==> config.mk <==
export PLATFORM = sky130hd
export DESIGN_NAME = pdcp_sqrt
export DESIGN_NICKNAME = d
export VERILOG_FILES = /design/src/rtl/pdcp_sqrt.sv
export SDC_FILE = /design/constraint.sdc
export NUM_CORES = 2
export LEC_CHECK = 0
export ABC_AREA = 1
export BUFFER_PORTS_ARGS = -buffer_cell sky130_fd_sc_hd__buf_2
export CAP_MARGIN = 20
export CORE_ASPECT_RATIO = 1.25
export CORE_MARGIN = 8
export CORE_UTILIZATION = 60
export CTS_CLUSTER_SIZE = 30
export DETAILED_ROUTE_END_ITERATION = 10
export PLACE_DENSITY_LB_ADDON = 0.12
export SYNTH_ARGS = -nofsm -noshare
export SYNTH_HDL_FRONTEND = slang
export SYNTH_SLANG_ARGS = --single-unit
==> constraint.sdc <==
create_clock -name clk -period 2.1 [get_ports clk]
set_input_delay 0.105 -clock clk [delete_from_list [all_inputs] [get_ports clk]]
set_output_delay 0.105 -clock clk [all_outputs]
set_load 0.02 [all_outputs]
==> src/rtl/pdcp_sqrt.sv <==
`default_nettype none

// Digit-by-digit integer square root, one root bit per register stage.
module pdcp_sqrt #(
    parameter int ROOT_WIDTH = 25
) (
    input  wire logic                      clk,
    input  wire logic [2*ROOT_WIDTH-1:0]   radicand,
    output logic [ROOT_WIDTH-1:0]          root
);

    localparam int RMW = ROOT_WIDTH + 3;
    localparam int SW  = 2 * ROOT_WIDTH;

    logic [ROOT_WIDTH-1:0][RMW-1:0]        rem_cur, rem_next, rem_reg;
    logic [ROOT_WIDTH-1:0][ROOT_WIDTH-1:0] root_cur, root_next, root_reg;
    logic [ROOT_WIDTH-1:0][SW-1:0]         s_cur, s_next, s_reg;

    always_comb
    begin
        logic [RMW-1:0] acc;
        logic [RMW-1:0] trial;
        logic           ge;
        for (int k = 0; k < ROOT_WIDTH; k++)
        begin
            if (k == 0)
            begin
                rem_cur[k]  = '0;
                root_cur[k] = '0;
                s_cur[k]    = radicand;
            end
            else
            begin
                rem_cur[k]  = rem_reg[k-1];
                root_cur[k] = root_reg[k-1];
                s_cur[k]    = s_reg[k-1];
            end
            acc   = {rem_cur[k][ROOT_WIDTH:0], s_cur[k][SW-1 -: 2]};
            trial = {1'b0, root_cur[k], 2'b01};
            ge    = (acc >= trial);
            rem_next[k]  = ge ? (acc - trial) : acc;
            root_next[k] = {root_cur[k][ROOT_WIDTH-2:0], ge};
            s_next[k]    = {s_cur[k][SW-3:0], 2'b00};
        end
    end

    always_ff @(posedge clk)
    begin
        rem_reg  <= rem_next;
        root_reg <= root_next;
        s_reg    <= s_next;
    end

    assign root = root_reg[ROOT_WIDTH-1];

endmodule

`default_nettype wire

==> flow_metrics.env <==
export IMPL_dieArea_mm2=0.124
export IMPL_synth_distinct_cells=51
export IMPL_rows=137
export IMPL_stdcell_area_mm2=0.0837
export IMPL_synthesis_area_mm2=0.0676
export IMPL_fillers=8501
export IMPL_slowest_delay_ns=0.51
export IMPL_area_delta_synth_final_pct=23.8
export IMPL_regArea_mm2=0.0305
export IMPL_hold_path_class="in -> reg"
export IMPL_antenna_found_initial=1
export IMPL_cts_root_buf="clkbuf_16"
export IMPL_antenna_left=0
export IMPL_cts_buffers_inserted=142
export IMPL_final_common_cell="nand2_1"
export IMPL_multiInputGateArea_mm2=0.0332
export IMPL_layout_drive_gt1_share=0.161
export IMPL_endpoint_kind="register"
export IMPL_yosysWarnings=0
export IMPL_startpoint_type="register"
export IMPL_grt_pass1_vias=58400
export IMPL_placed_area_mm2=0.0737
export IMPL_violations="negative setup slack"
export IMPL_die_h_um=391
export IMPL_syn_inst=9360
export IMPL_finClkSkew_ns=0.0297
export IMPL_via_per_inst=5.17
export IMPL_io_pins=76
export IMPL_drtPass1Iterations=8
export IMPL_critPathRequiredTime_ns=2.73
export IMPL_clock_fmax_mhz=474
export IMPL_grt_overflow_total=0
export IMPL_clkLatencyLatePin_ns=0.79
export IMPL_drc=0
export IMPL_port_buffers=75
export IMPL_vias=61100
export IMPL_synth_top_area_cell="dfxtp_1"
export IMPL_p_leak_nw=43.7
export IMPL_period_share=1.00
export IMPL_grt_max_degree=33
export IMPL_worst_slack_ns=-0.0104
export IMPL_synth_seq_area_share=0.448
export IMPL_grt_pass1_wl_mm=297
export IMPL_yosys_top_cells_area="dfxtp_1 (45%), nand2_1 (17%), inv_1 (9.1%)"
export IMPL_dp_hpwl_mm=148
export IMPL_routedWlPerCell_um=16.6
export IMPL_max_cap_violations=0
export IMPL_synth_top_area_share=0.448
export IMPL_cts_sinks=1514
export IMPL_worst_slew_pin_slew_ns=0.559
export IMPL_period_minus_slack_ns=2.11
export IMPL_largest_register_ffs=600
export IMPL_fin_cells=11800
export IMPL_core_area_mm2=0.112
export IMPL_timing_setup_critical_path_class="reg -> reg"
export IMPL_die_w_um=316
export IMPL_mostFrequentLayoutCells="nand2_1 (2999), inv_1 (1630), dfxtp_1 (1416), nor2_1 (692), buf_4 (578)"
export IMPL_fin_tns_setup_ns=-0.0123
export IMPL_clkTransAtPathRegs_ns=0.06
export IMPL_nets=10600
export IMPL_worstPathMaxFanout=12
export IMPL_maxSlewViolCount=0
export IMPL_setup_viol=2
export IMPL_critical_path_cell_chain="ha_4, nand2_1, inv_1, nand2_1, nor2_2, nand2_1, nand3_1, nand2_2, nand3_4, buf_4, nand2_1, nand2_1"
export IMPL_start_util=0.606
export IMPL_synth_seq_cells=1514
export IMPL_wirelength_mm=197
export IMPL_critical_path_top_delay_family="simple AND/OR/NAND/NOR gates"
export IMPL_status="finished, violations left"
export IMPL_path_buf_inv=2
export IMPL_cts_max_level=4
export IMPL_crit_top_cell="nand2_1"
export IMPL_pre_cts_slack_ns=-0.560
export IMPL_slew_headroom=0.623
export IMPL_syn_area_per_cell_um2=7.22
export IMPL_syn_num_nets=9763
export IMPL_peakVddDrop_mv=1.02
export IMPL_cts_tree="done"
export IMPL_drt_iter0_drc=4533
export IMPL_cp_arrival_ns=2.74
export IMPL_rsz0062_at_grt="yes"
export IMPL_place_gp_congestion=0.998
export IMPL_total_power_w=0.0962
export IMPL_dp_cells=11400
export IMPL_clk_path_buf_depth=3
export IMPL_gr_usage_all_layers=0.299
export IMPL_hold_violations=0
export IMPL_reg2reg_slack_ns=-0.01
export IMPL_slowest_stage="dfxtp_1"
export IMPL_power_density_mw_per_mm2=1150
[synth_stat cells, drive strengths merged]
cell type	n
xnor2	112
inv	1661
nor2	811
nor4	9
o21bai	13
nand3b	67
nand4	169
a211oi	1
nor3b	4
dfxtp	1514
conb	1
or2	28
o211ai	7
clkbuf	2
o2111ai	2
o21ai	262
nand2	3120
a21boi	5
ha	352
o31ai	1
o21a	3
nor3	64
nor2b	2
and2	18
nand3	561
a21oi	364
and3	5
xor2	127
a21o	6
buf	69
[power by group]
group | total [W] | internal [W] | switching [W]
registers | 0.0388 | 0.0339 | 0.00486
clock network | 0.0275 | 0.0157 | 0.0118
logic | 0.0300 | 0.0123 | 0.0177
total | 0.0962 | 0.0619 | 0.0343
[metrics by stage]
step,hold slack (ns),utilization
6_report,0.0597,0.750
4_1_cts,0.00304,0.718
3_5_place_dp,0.209,0.660
5_1_grt,0.0240,0.750
2_1_floorplan,0.133,-
3_3_place_gp,0.207,0.660
[timing repair]
item                                   4_1_cts  5_1_grt
buffers inserted                            12       52
gates resized for setup                     75      589
setup endpoints to repair                  232      511
pin swaps                                   14       76
endpoints found under the hold margin       51        1
gates cloned                                 2       11
hold buffers                                98        1
[worst paths after layout]
check	startpoint	end	cells past startpoint
hold / removal	radicand[3]	s_cur[55]$_DFF_P_	2
setup / recovery	rem_cur[538]$_DFF_P_	rem_cur[569]$_DFF_P_	12
hold reg to reg	s_cur[473]$_DFF_P_	s_cur[525]$_DFF_P_	0
setup reg to reg	rem_cur[538]$_DFF_P_	rem_cur[569]$_DFF_P_	12
[area by class of cell]
| cell class | instances | share of cell area |
|---|---|---|
| diodes | 2 | 0.0000598 |
| clock buffers | 173 | 0.0458 |
| clock inverters | 86 | 0.0145 |
| inverters | 1661 | 0.0754 |
| multi-input cells | 6116 | 0.397 |
| flip-flops and latches | 1514 | 0.364 |
| well taps | 1459 | 0.0218 |
| repair buffers | 808 | 0.0808 |
| repair inverters | 2 | 0.000179 |
[worst register-to-register path: stages (launching register included)]
cell     delay (ns)
dfxtp_1        0.51
ha_4           0.28
nand2_1        0.13
inv_1          0.08
nand2_1        0.12
nor2_2         0.05
nand2_1        0.06
nand3_1        0.11
nand2_2        0.10
nand3_4        0.09
buf_4          0.21
nand2_1        0.07
nand2_1        0.14
[per-layer routing]
layer | share of wire | routed length [µm] | GRT usage | vias to the layer above
li1 | - | - | - | 30600
met1 | 0.40 | 78200 | 0.344 | 27800
met2 | 0.49 | 96300 | 0.533 | 2048
met3 | 0.051 | 10000 | 0.0404 | 656
met4 | 0.063 | 12300 | 0.165 | 0
met5 | 0 | 0 | 0 | -
[cells by family after synthesis]
group / synth area share
xor gates and xnor gates: 0.0310
other: 0.0000555
AOI/OAI and AO/OA: 0.0542
buffers and inverters: 0.102
DFF: 0.448
and+or+nand+nor: 0.299
adders and majority gates: 0.0652
Power figures use the tool's default switching activity.
