`src/rtl/pdcp_div.sv`:
```
`default_nettype none

// Restoring divider, one quotient bit per register stage.
// Computes floor(num * 2^(QW-1) / den) for num <= den.
module pdcp_div #(
    parameter int NW = 25,
    parameter int DW = 25,
    parameter int QW = 31
) (
    input  wire logic [NW-1:0] num,
    input  wire logic [DW-1:0] den,
    input  wire logic          clk,
    output logic [QW-1:0]      quo
);

    localparam int RW = DW + 1;

    logic [QW-1:0][RW-1:0] rem_cur, rem_next, rem_reg;
    logic [QW-1:0][DW-1:0] den_cur, den_reg;
    logic [QW-1:0][QW-1:0] q_cur, q_next, q_reg;

    always_comb
    begin
        logic [RW-1:0] rsub;
        logic          ge;
        for (int k = 0; k < QW; k++)
        begin
            if (k == 0)
            begin
                rem_cur[k] = {{(RW-NW){1'b0}}, num};
                den_cur[k] = den;
                q_cur[k]   = '0;
            end
            else
            begin
                rem_cur[k] = rem_reg[k-1];
                den_cur[k] = den_reg[k-1];
                q_cur[k]   = q_reg[k-1];
            end
            ge   = (rem_cur[k] >= {1'b0, den_cur[k]});
            rsub = ge ? (rem_cur[k] - {1'b0, den_cur[k]}) : rem_cur[k];
            rem_next[k] = {rsub[DW-1:0], 1'b0};
            q_next[k]   = {q_cur[k][QW-2:0], ge};
        end
    end

    always_ff @(posedge clk)
    begin
        rem_reg <= rem_next;
        den_reg <= den_cur;
        q_reg   <= q_next;
    end

    assign quo = q_reg[QW-1];

endmodule

`default_nettype wire

```
`config.mk`:
```
export PLATFORM = sky130hd
export DESIGN_NAME = pdcp_div
export DESIGN_NICKNAME = d
export VERILOG_FILES = /design/src/rtl/pdcp_div.sv
export SDC_FILE = /design/constraint.sdc
export NUM_CORES = 2
export LEC_CHECK = 0
export BUFFER_PORTS_ARGS = -buffer_cell sky130_fd_sc_hd__buf_2
export CORE_MARGIN = 2
export CORE_UTILIZATION = 45
export DETAILED_ROUTE_END_ITERATION = 10
export PLACE_DENSITY = 0.7
export SYNTH_ARGS = -nofsm -noshare
export SYNTH_HDL_FRONTEND = slang
export SYNTH_SLANG_ARGS = --single-unit
```
`constraint.sdc`:
```
create_clock -name clk -period 4.15 [get_ports clk]
set_input_delay 0.83 -clock clk [delete_from_list [all_inputs] [get_ports clk]]
set_output_delay 0.83 -clock clk [all_outputs]
set_load 0.01 [all_outputs]
```
==> impl_metrics.csv <==
group,metric,value,unit
outcome,status,"finished clean",
synth,synth-seq-cells,1996,
worst_setup_path,slowest_delay,0.66,ns
pwr,p_clk_share,21.0,%
cells_and_area,final_area,98590,µm²
worst_setup_path,regToRegSetupSlack,0.26,ns
pwr,p_switching,0.03467,W
cts,cts-root-buf,"clkbuf_16",
sta,setup_violations,0,
die,die_h,446.0,µm
cells_and_area,area_growth,12.13,%
die,core,194600,µm²
die,pin_count,82,
worst_hold_path,hp-start,"den[18]",
detailed_routing,vias,63730,
pwr,p_leak,45.00,nW
synth,synthAdderAreaFrac,11.70,%
detailed_routing,drt_iter0_drc,3821,
synth,syn_inst,9118,
synth,synth_most_common_cell,"dfxtp_1",
worst_setup_path,crit_arrival,4.60,ns
cells_and_area,num_antenna_cells,0,
cts,clockBufferDepth,3,
cts,numCtsBuffers,199,
detailed_routing,drc,0,
grt,grt_start_max_net_pins,51,
synth,yosys-top-cells-area,"dfxtp_1 45%, ha_1 11%, mux2_2 4.6%",
worst_setup_path,cp_cell_sequence,"fa_1, nor2b_1, o31a_1, o221ai_1, o21ai_1, a211oi_1, o31ai_1, a2111oi_0, o21a_1, buf_4, mux2_2",
synth,synth-xor-area-share,5.698,%
worst_setup_path,cp-end-kind,"register",
grt,track_usage,19.96,%
detailed_routing,maxUsedRoutingLayer,"met5",
worst_hold_path,hp-class,"in -> reg",
synth,synth_cell_types,92,
cts,worstSkewPairLatency,0.84,ns
worst_setup_path,crit_slowest_cell,"a2111oi_0",
sta,whs,0.09382,ns
detailed_routing,dr_wl_met3,9647,µm
worst_hold_path,hold_path_end,"den_cur[43]",
detailed_routing,drt_pass1_iterations,8,
detailed_routing,wirelength,201600,µm
detailed_routing,ant_nets,0,
placement,place_hpwl,155600,µm
grt,grt_pass1_wl,325600,µm
sta,hold_viol,0,
run,cap_violations,0,
die,fp.dieArea,198900,µm²
synth,synth_mux_area_share,5.247,%
pwr,combPwrFrac,46.6,%
synth,ys_warn_count,0,
detailed_routing,wl_per_cell,16.79,µm
synth,ys_seq_area_share,45.45,%
placement,post_dp_cell_area,91400,µm²
synth,dominantRegCellSynth,"dfxtp_1",
pwr,powerDensity,931.7,nW/µm²
worst_setup_path,crit_required,4.85,ns
grt,grt_pass1_vias,62810,
synth,yosysTopAreaCellShare,45.45,%
sta,period_share,93.83,%
worst_setup_path,r2r-start,"den_cur[200]",
pwr,p_seq_share,32.5,%
die,start_util,45.19,%
synth,synth_top_family_by_area,"compound AO/OA/AOI/OAI gates",
worst_setup_path,cp_max_fo,26,
worst_setup_path,start_kind,"register",
cts,postCtsSetupRepairBufs,0,
cells_and_area,nets,10150,
synth,yosys.area_share.simple,10.68,%
pwr,peakVddDrop,0.5340,mV
pwr,intPower,0.05719,W
cts,post_cts_resized,0,
sta,layout_min_cycle_time,3.894,ns
sta,worst_pin_slew,1.087,ns
worst_setup_path,r2r-end,"rem_cur[237]",
sta,fin_setup_tns,0,ns
pwr,switching_share,37.74,%
cts,cts_tree,"built",
detailed_routing,wl_met2,93290,µm
placement,numPortBuffers,81,
cts,htreeDepth,4,
worst_setup_path,crit_type,"reg -> reg",
die,die_w,446.0,µm
sta,relSlewSlack,27.54,%
worst_hold_path,min_path_cells,1,
grt,antenna_found_initial,7,
detailed_routing,wl_met1,92400,µm
cts,cts.sinks,1996,
synth,netlist_top_cells_count,"1996 x dfxtp_1, 960 x inv_1, 774 x ha_1, 673 x a21oi_1, 559 x o21ai_0",
sta,report.final.slew_viol_count,0,
detailed_routing,viasPerCell,5.309,
synth,post_synth.cell_area_avg,9.643,µm²
synth,syn_area,87930,µm²
sta,clock.fmax,0.2568,GHz
cts,cts-hold-fix-buffers,0,
synth,synthArstFlopShare,0,%
placement,gp_congestion,0.9100,
worst_setup_path,rr_worst_depth,11,
sta,finalClockSkew,0.03724,ns
synth,synth_compound_area_share,16.34,%
cells_and_area,nFillCells,17570,
cts,clk_pin_slew,0.07,ns
cells_and_area,drive_gt1_share,9.839,%
die,rows,162,
sta,rsz0062_at_grt,"false",
synth,synth_nets,9973,
grt,gr-total-overflow,0,
synth,yosysTopAreaCell,"dfxtp_1",
synth,synth_edf_count,0,
-- metrics by stage --
| step | utilization (%) | worst slack [ns] | power, W | instances |
|---|---|---|---|---|
| after global placement | 46.97 | 0.4454 | 0.07134 | 11640 |
| after floorplan | - | 0.8053 | 0.06196 | 9118 |
| after CTS | 50.66 | 0.3702 | 0.09200 | 12000 |
| final | 50.67 | 0.2561 | 0.09186 | 12000 |
| after detailed placement | 46.97 | 0.4046 | 0.07218 | 11640 |
| after global routing | 50.67 | 0.04597 | 0.09849 | 12000 |
-- registers in the layout (all words and copies together) (netlist names) --
register / cells
q_cur: 465
rem_cur: 750
den_cur: 750
quo: 31
-- how the worst max path moves through the flow --
stage / start / endpoint / slack (ns)
finish: den_cur[200] / rem_cur[237] / 0.26
global placement: den_cur[277] / rem_cur[329] / 0.45
floorplan: den[18] / rem_cur[35] / 0.81
detailed placement: den_cur[127] / rem_cur[168] / 0.40
global route: den_cur[679] / rem_cur[748] / 0.05
CTS: den_cur[127] / rem_cur[159] / 0.37
-- power by group through the flow --
| stage | clock, W | combinational (W) | sequential (W) |
|---|---|---|---|
| after global placement | 0 | 0.0411 | 0.0302 |
| after CTS | 0.0197 | 0.0424 | 0.0299 |
| after detailed placement | 0 | 0.0420 | 0.0302 |
| after global routing | 0.0205 | 0.0476 | 0.0304 |
| final | 0.0193 | 0.0428 | 0.0298 |
| after floorplan | 0 | 0.0336 | 0.0284 |
-- logic make-up (layout without fill, tap and decap cells) --
| group | after synthesis | count (layout) |
|---|---|---|
| AOI/OAI and AO/OA | 2277 | 2277 |
| DFF | 1996 | 1996 |
| and+or+nand+nor | 1944 | 1944 |
| buffers and inverters | 1117 | 1461 |
| adders and majority gates | 804 | 804 |
| xor gates and xnor gates | 572 | 572 |
| muxes | 408 | 408 |
-- per-layer routing --
| layer | up-vias | global-route usage (%) |
|---|---|---|
| met1 | 29810 | 26.06 |
| met3 | 431 | 3.126 |
| met4 | 6 | 6.753 |
| li1 | 31990 | - |
| met2 | 1500 | 33.48 |
| met5 | - | 0 |
-- layout make-up --
type                    count  area (µm²)  share of cell area, %
clock buffers             262        5568                  5.647
repair buffers            132       913.4                 0.9264
multi-input cells        6005       43750                  44.37
clock inverters           107        1619                  1.642
well taps                2542        3181                  3.226
flip-flops and latches   1996       39960                  40.53
inverters                 960        3603                  3.655
-- cell usage in the layout, fill, tap and decap left out, types with 32 or more instances in the layout --
cell type  count
o21bai_1      51
or3_1         52
a21oi_1      670
clkbuf_8      33
xnor2_1      366
nand2b_1     116
or2_2         32
o211ai_1      57
xor2_1       206
nor2b_1      122
nand4_1      102
a31oi_1       61
buf_2         81
o21ai_0      557
nand2_1      515
nand3_1      138
a21o_1       291
ha_1         774
nor2_1       545
a211oi_1      72
buf_4         41
o31ai_1       54
and3_1        58
and2_1        34
nor3_1       110
o21a_1       135
inv_1        960
o31a_1        33
clkbuf_16    200
dfxtp_1     1996
mux2_2       363
-- critical path, delay by kind of cell (launching register included) --
family / cells / cell delay, ns
mux: 1 / 0.39
compound gates: 7 / 2.10
flops: 1 / 0.56
buf+inv: 1 / 0.35
simple gates: 1 / 0.07
fa+ha+maj: 1 / 0.29
Power figures use the tool's default switching activity.
