$ cat config.mk
export PLATFORM = sky130hd
export DESIGN_NAME = pdcp_delay
export DESIGN_NICKNAME = d
export VERILOG_FILES = /design/src/rtl/pdcp_delay.sv
export SDC_FILE = /design/constraint.sdc
export NUM_CORES = 1
export LEC_CHECK = 0
export BUFFER_PORTS_ARGS = -buffer_cell sky130_fd_sc_hd__buf_4
export CAP_MARGIN = 15
export CELL_PAD_IN_SITES_DETAIL_PLACEMENT = 0
export CELL_PAD_IN_SITES_GLOBAL_PLACEMENT = 1
export CORE_MARGIN = 2
export CORE_UTILIZATION = 31
export CTS_BUF_LIST = sky130_fd_sc_hd__clkbuf_16
export DETAILED_ROUTE_END_ITERATION = 6
export GPL_TIMING_DRIVEN = 0
export PLACE_DENSITY = 0.71
export SLEW_MARGIN = 5
export SYNTH_ARGS = -nofsm -noshare
export SYNTH_HDL_FRONTEND = slang
export SYNTH_SLANG_ARGS = --single-unit
$ cat constraint.sdc
create_clock -name clk -period 0.8 [get_ports clk]
set_clock_uncertainty 0.15 [all_clocks]
set_input_delay 0.04 -clock clk [delete_from_list [all_inputs] [get_ports clk]]
set_output_delay 0.04 -clock clk [all_outputs]
set_load 0.02 [all_outputs]
$ cat src/rtl/pdcp_delay.sv
`default_nettype none

module pdcp_delay #(
    parameter int WIDTH = 8,
    parameter int DEPTH = 2
) (
    input  wire logic             clk,
    input  wire logic             rst_n,
    input  wire logic             valid_in,
    input  wire logic [WIDTH-1:0] data_in,
    output logic                  valid_out,
    output logic [WIDTH-1:0]      data_out
);

    logic [DEPTH-1:0]             valid_reg;
    logic [DEPTH-1:0][WIDTH-1:0]  data_reg;

    always_ff @(posedge clk or negedge rst_n)
    begin
        if (!rst_n)
        begin
            valid_reg <= '0;
        end
        else
        begin
            valid_reg[0] <= valid_in;
            for (int k = 1; k < DEPTH; k++)
            begin
                valid_reg[k] <= valid_reg[k-1];
            end
        end
    end

    always_ff @(posedge clk)
    begin
        data_reg[0] <= data_in;
        for (int k = 1; k < DEPTH; k++)
        begin
            data_reg[k] <= data_reg[k-1];
        end
    end

    assign valid_out = valid_reg[DEPTH-1];
    assign data_out  = data_reg[DEPTH-1];

endmodule

`default_nettype wire

==> qor.txt, run 1 <==
Iter 0 DRT Violations = 6
Synth cell types = 3
Clk Latency, worst-skew pair = 240 ps
crit path kind = register to output port
vias in the first global route = 260
CP startpoint kind = register
Leak = 0.341 nW
row count = 13
Initial Util = 33.1%
Slew HR = 95.3%
Final Cycle Share = 116%
CTS tree = done
Worst Tran Pin Value = 69.8 ps
CP max-delay cell = dfrtp_1
met1 Resource Use GR = 10.3%
Reg2Reg Depth = 0
Crit path depth = 1
Slew Limit Fails = 0
non-filler cells, final = 66
H-tree levels = 1
Die Width = 41.3 um
CTS Hold Bufs = 10
TritonCTS Sinks = 18
failing checks = negative hold slack, negative setup slack
syn avg cell area = 16.6 sq um
met2 track demand over resource = 16.4%
die area = 1700 sq um
Total GRT Usage = 10.9%
Area Overhead vs Synth = 75.3%
Final Wtd Congestion = 0.556
cts bufs inserted = 3
Placement Setup Slack = 71.2 ps
Power Density = 2770 nW/um^2
Synth warnings = 0
filler cell count = 108
fmax = 1080 MHz
via count = 242
final hold slack = -35.1 ps
Buffers on Ports = 19
Crit. End Element = output port
max incr delay on CP = 370 ps
DP Cell Count = 60
largest net degree at the start of global routing = 11
grt total ovfl = 0
Die Y = 41.3 um
Post-Syn Instances = 26
final worst slack = -130 ps
Post-DRT Antenna Nets = 0
Multi-In Gates = 0
Ant. Diodes = 0
top cell type's share of synthesized area = 74.4%
I/O Pins = 20
crit-path leading delay family = flip-flops
share of cells above drive strength 1 = 58.8%
post-synthesis cell area = 430 sq um
initial antenna violation count = 0
Vias/cell = 3.67
RSZ-0062 raised after global routing = yes
Max Cap Viol = 0
critical path required time = 610 ps
fin crit period = 930 ps
CTS max path bufs = 2
GR Util met3 = 4.89%
status = finished with violations
Hold Vio Cnt, Final = 2
GR peak layer = met2
hold crit path type = input port to async pin
Core Area = 1300 sq um
multi-input logic area = 0 sq um
WL final = 634 um
drt drc = 0
Synth Net Count = 37
first-pass GRT wire length = 1020 um
FF+latch count, synth = 18
sequential fraction of the synthesis area = 86.0%
Max IR drop VDD = 1240 uV
cell taking the most area after synthesis = dfxtp_1
wire length per cell = 9.61 um
Clock Tree Root = clkbuf_16
first-pass iteration count of the detailed router = 2
nets = 63
Worst Path Max Fanout = 1
crit-path cells = buf_6
CTS clk-pin slew, worst paths = 50 ps
final setup violation count = 9
worst path arrival time = 740 ps
synth top area cells = dfxtp_1, buf_4, dfrtp_1
Buf+Inv Stages, Crit Path = 1
==> report_power, final <==
group / internal (mW) / switching (mW)
logic: 0.105 / 0.0516
registers: 0.953 / 0.0158
clock network: 0.662 / 0.299
total: 1.72 / 0.366
==> final cells by class <==
cell class / instances / area, sq um / share of cell area, %
well taps: 15 / 18.8 / 2.49
clock inverters: 1 / 3.75 / 0.498
repair buffers: 29 / 277 / 36.7
clock buffers: 3 / 75.1 / 9.95
flip-flops and latches: 18 / 380 / 50.4
==> metrics by stage <==
stage               instance area [sq um]  utilization [%]  power [mW]  hold WS (ps)  setup TNS [ps]
floorplan                             430                -        1.03          -406               0
global placement                      592             45.5        1.11          -327               0
detailed placement                    592             45.5        1.11          -327               0
CTS                                   754             58.0        2.10         -34.8            -675
global route                          754             58.0        2.17         -16.3            -781
finish                                754             58.0        2.09         -35.1            -633
==> placed cells by master (no fill, tap or decap), drive strengths merged <==
cell,Yosys,routed
buf,8,19
dfxtp,16,16
dlygate4sd3,0,10
clkbuf,0,3
dfrtp,2,2
clkinv,0,1
==> what timing repair did <==
item                                    4_1_cts  5_1_grt
gates resized for setup                      17        0
endpoints found under the setup margin        9        9
gates cloned                                  0        0
buffers inserted                              0        0
hold endpoints to repair                     11        2
==> kinds of logic (layout without fill, tap and decap cells) <==
group	Yosys count	in the layout	share of synthesized area (%)
buffers and inverters	8	33	14.0
DFF	18	18	86.0
==> Yosys cell counts <==
cell / number
buf_4: 8
dfrtp_1: 2
dfxtp_1: 16
==> routing by layer <==
layer,share of wire [%],vias to the layer above
li1,-,119
met1,33,106
met2,54,12
met3,8.5,5
met4,4.3,0
met5,0,-
==> path summary, 6_finish.rpt <==
| path | from | slack (ps) | endpoint |
|---|---|---|---|
| max in group asynchronous | rst_n | 450 | valid_reg[1]$_DFF_PN0_ |
| worst max-delay path | valid_reg[1]$_DFF_PN0_ | -130 | valid_out |
| worst max register to register | valid_reg[0]$_DFF_PN0_ | 180 | valid_reg[1]$_DFF_PN0_ |
| min in group clk | data_reg[2]$_DFF_P_ | 170 | data_out[2]$_DFF_P_ |
| worst min register to register | data_reg[2]$_DFF_P_ | 170 | data_out[2]$_DFF_P_ |
| worst min-delay path | rst_n | -40 | valid_reg[0]$_DFF_PN0_ |
Note: power is estimated with default switching activity, not from simulation.
==> run 2: changes to the inputs <==
--- a/config.mk
+++ b/config.mk
@@ -15,6 +15,7 @@
 export DETAILED_ROUTE_END_ITERATION = 6
 export GPL_TIMING_DRIVEN = 0
 export PLACE_DENSITY = 0.71
+export REMOVE_ABC_BUFFERS = 1
 export SLEW_MARGIN = 5
 export SYNTH_ARGS = -nofsm -noshare
 export SYNTH_HDL_FRONTEND = slang
==> run 2 against run 1 <==
Against the previous run: critical path type unchanged; clock-buffer cell count unchanged; flip-flop and latch count unchanged; the run still ends with negative hold slack, negative setup slack left; first-iteration DRC count down 67%; register-to-register slack about the same; die area unchanged; largest cell class unchanged; global-route usage down 0.73 points; wire length up 0.32%; maximum frequency up 0.13%.
==> qor.txt, run 2 (synthesis results as in run 1) <==
cts bufs inserted = 3 (unchanged)
filler cell count = 119 (was 108)
WL final = 636 um (was 634 um)
RSZ-0062 raised after global routing = yes (unchanged)
FF+latch area = 380 sq um (unchanged)
row count = 13 (unchanged)
worst path arrival time = 740 ps (about the same)
DP Cell Count = 52 (was 60)
status = finished with violations (unchanged)
grt total ovfl = 0 (unchanged)
Worst Tran Pin Value = 76.9 ps (was 69.8 ps)
failing checks = negative hold slack, negative setup slack (unchanged)
multi-input logic area = 0 sq um (unchanged)
CTS Hold Bufs = 10 (unchanged)
final worst slack = -129 ps (was -130 ps)
largest net degree at the start of global routing = 11 (unchanged)
final hold slack = -31.8 ps (was -35.1 ps)
drt drc = 0 (unchanged)
Post-DRT Antenna Nets = 0 (unchanged)
Placement Setup Slack = 119 ps (was 71.2 ps)
Buf+Inv Stages, Crit Path = 1 (unchanged)
first-pass GRT wire length = 979 um (was 1020 um)
crit-path cells = buf_6 (unchanged)
die area = 1700 sq um (unchanged)
Vias/cell = 3.79 (was 3.67)
Hold Vio Cnt, Final = 2 (unchanged)
Crit. End Element = output port (unchanged)
Iter 0 DRT Violations = 2 (was 6)
Ant. Diodes = 0 (unchanged)
Power Density = 2770 nW/um^2 (about the same)
most frequent cells in the layout = dlygate4sd3_1, buf_4, buf_6 (unchanged)
Max Cap Viol = 0 (unchanged)
Worst Path Max Fanout = 1 (unchanged)
via count = 250 (was 242)
vias in the first global route = 261 (was 260)
H-tree levels = 1 (unchanged)
Total GRT Usage = 10.2% (was 10.9%)
Util after Layout = 58.0% (unchanged)
Die Width = 41.3 um (unchanged)
non-filler cells, final = 66 (unchanged)
CTS clk-pin slew, worst paths = 50 ps (about the same)
TritonCTS Sinks = 18 (unchanged)
Clk Latency, worst-skew pair = 240 ps (about the same)
Buffers on Ports = 19 (unchanged)
Max IR drop VDD = 1400 uV (was 1240 uV)
first-pass iteration count of the detailed router = 4 (was 2)
hold crit path type = input port to async pin (unchanged)
Leak = 0.341 nW (unchanged)
crit path kind = register to output port (unchanged)
max incr delay on CP = 370 ps (about the same)
postcts setup bufs = 0 (unchanged)
CTS tree = done (unchanged)
share of cells above drive strength 1 = 58.8% (unchanged)
Final Wtd Congestion = 0.576 (was 0.556)
CP startpoint kind = register (unchanged)
Die Y = 41.3 um (unchanged)
initial antenna violation count = 0 (unchanged)
final setup violation count = 9 (unchanged)
CTS max path bufs = 2 (unchanged)
Overall Power = 2.09 mW (about the same)
Core Area = 1300 sq um (unchanged)
Slew HR = 94.9% (was 95.3%)
Clock Tree Root = clkbuf_16 (unchanged)
Slew Limit Fails = 0 (unchanged)
TNS Setup = -638 ps (was -633 ps)
crit-path leading delay family = flip-flops (unchanged)
fin crit period = 929 ps (was 930 ps)
Final Cycle Share = 116% (about the same)
nets = 63 (unchanged)
critical path required time = 610 ps (about the same)
fmax = 1080 MHz (about the same)
Multi-In Gates = 0 (unchanged)
CP max-delay cell = dfrtp_1 (unchanged)
Initial Util = 33.1% (unchanged)
I/O Pins = 20 (unchanged)
wire length per cell = 9.64 um (was 9.61 um)
Area Overhead vs Synth = 75.3% (unchanged)
-- run 2: cell counts in the layout (fill, tap and decap cells not counted) --
No cell type changed its count.
-- run 2: metrics by stage --
stage	instance area, sq um	hold slack [ps]
2_1_floorplan	370	-406
3_3_place_gp	532	-329
3_5_place_dp	532	-327
4_1_cts	754	-32.7
5_1_grt	754	-17.3
6_report	754	-31.8
-- run 2: area by class of cell --
| type | instances | share of cell area (%) |
|---|---|---|
| clock buffers | 3 | 9.95 |
| flip-flops and latches | 18 | 50.4 |
| clock inverters | 1 | 0.498 |
| well taps | 15 | 2.49 |
| repair buffers | 29 | 36.7 |
-- run 2: timing repair --
| item | 4_1_cts | 5_1_grt |
|---|---|---|
| hold endpoints to repair | 11 | 2 |
| endpoints found under the setup margin | 9 | 9 |
| resized for setup | 17 | 0 |
-- run 2: routing by layer --
metal  global-route usage (%)  vias up  wire length (um)
li1                         -      120                 -
met1                     8.11      110               201
met2                     17.6       16               339
met3                     6.52        4                60
met4                     7.26        0                34
met5                        0        -                 0
-- run 2: path summary, 6_finish.rpt --
path / startpoint / end / slack (ps) / cells after the start
hold reg to reg: data_reg[7]$_DFF_P_ / data_out[7]$_DFF_P_ / 170 / 0
max in group asynchronous: rst_n / valid_reg[1]$_DFF_PN0_ / 450 / 2
hold / removal: rst_n / valid_reg[0]$_DFF_PN0_ / -30 / 2
min in group clk: data_reg[7]$_DFF_P_ / data_out[7]$_DFF_P_ / 170 / 0
setup / recovery: valid_reg[1]$_DFF_PN0_ / valid_out / -130 / 1
setup reg to reg: valid_reg[0]$_DFF_PN0_ / valid_reg[1]$_DFF_PN0_ / 180 / 0
-- run 2: power by group --
part	switching [mW]	total [mW]	internal (mW)
clock network	0.300	0.962	0.662
registers	0.0153	0.968	0.953
logic	0.0533	0.159	0.105
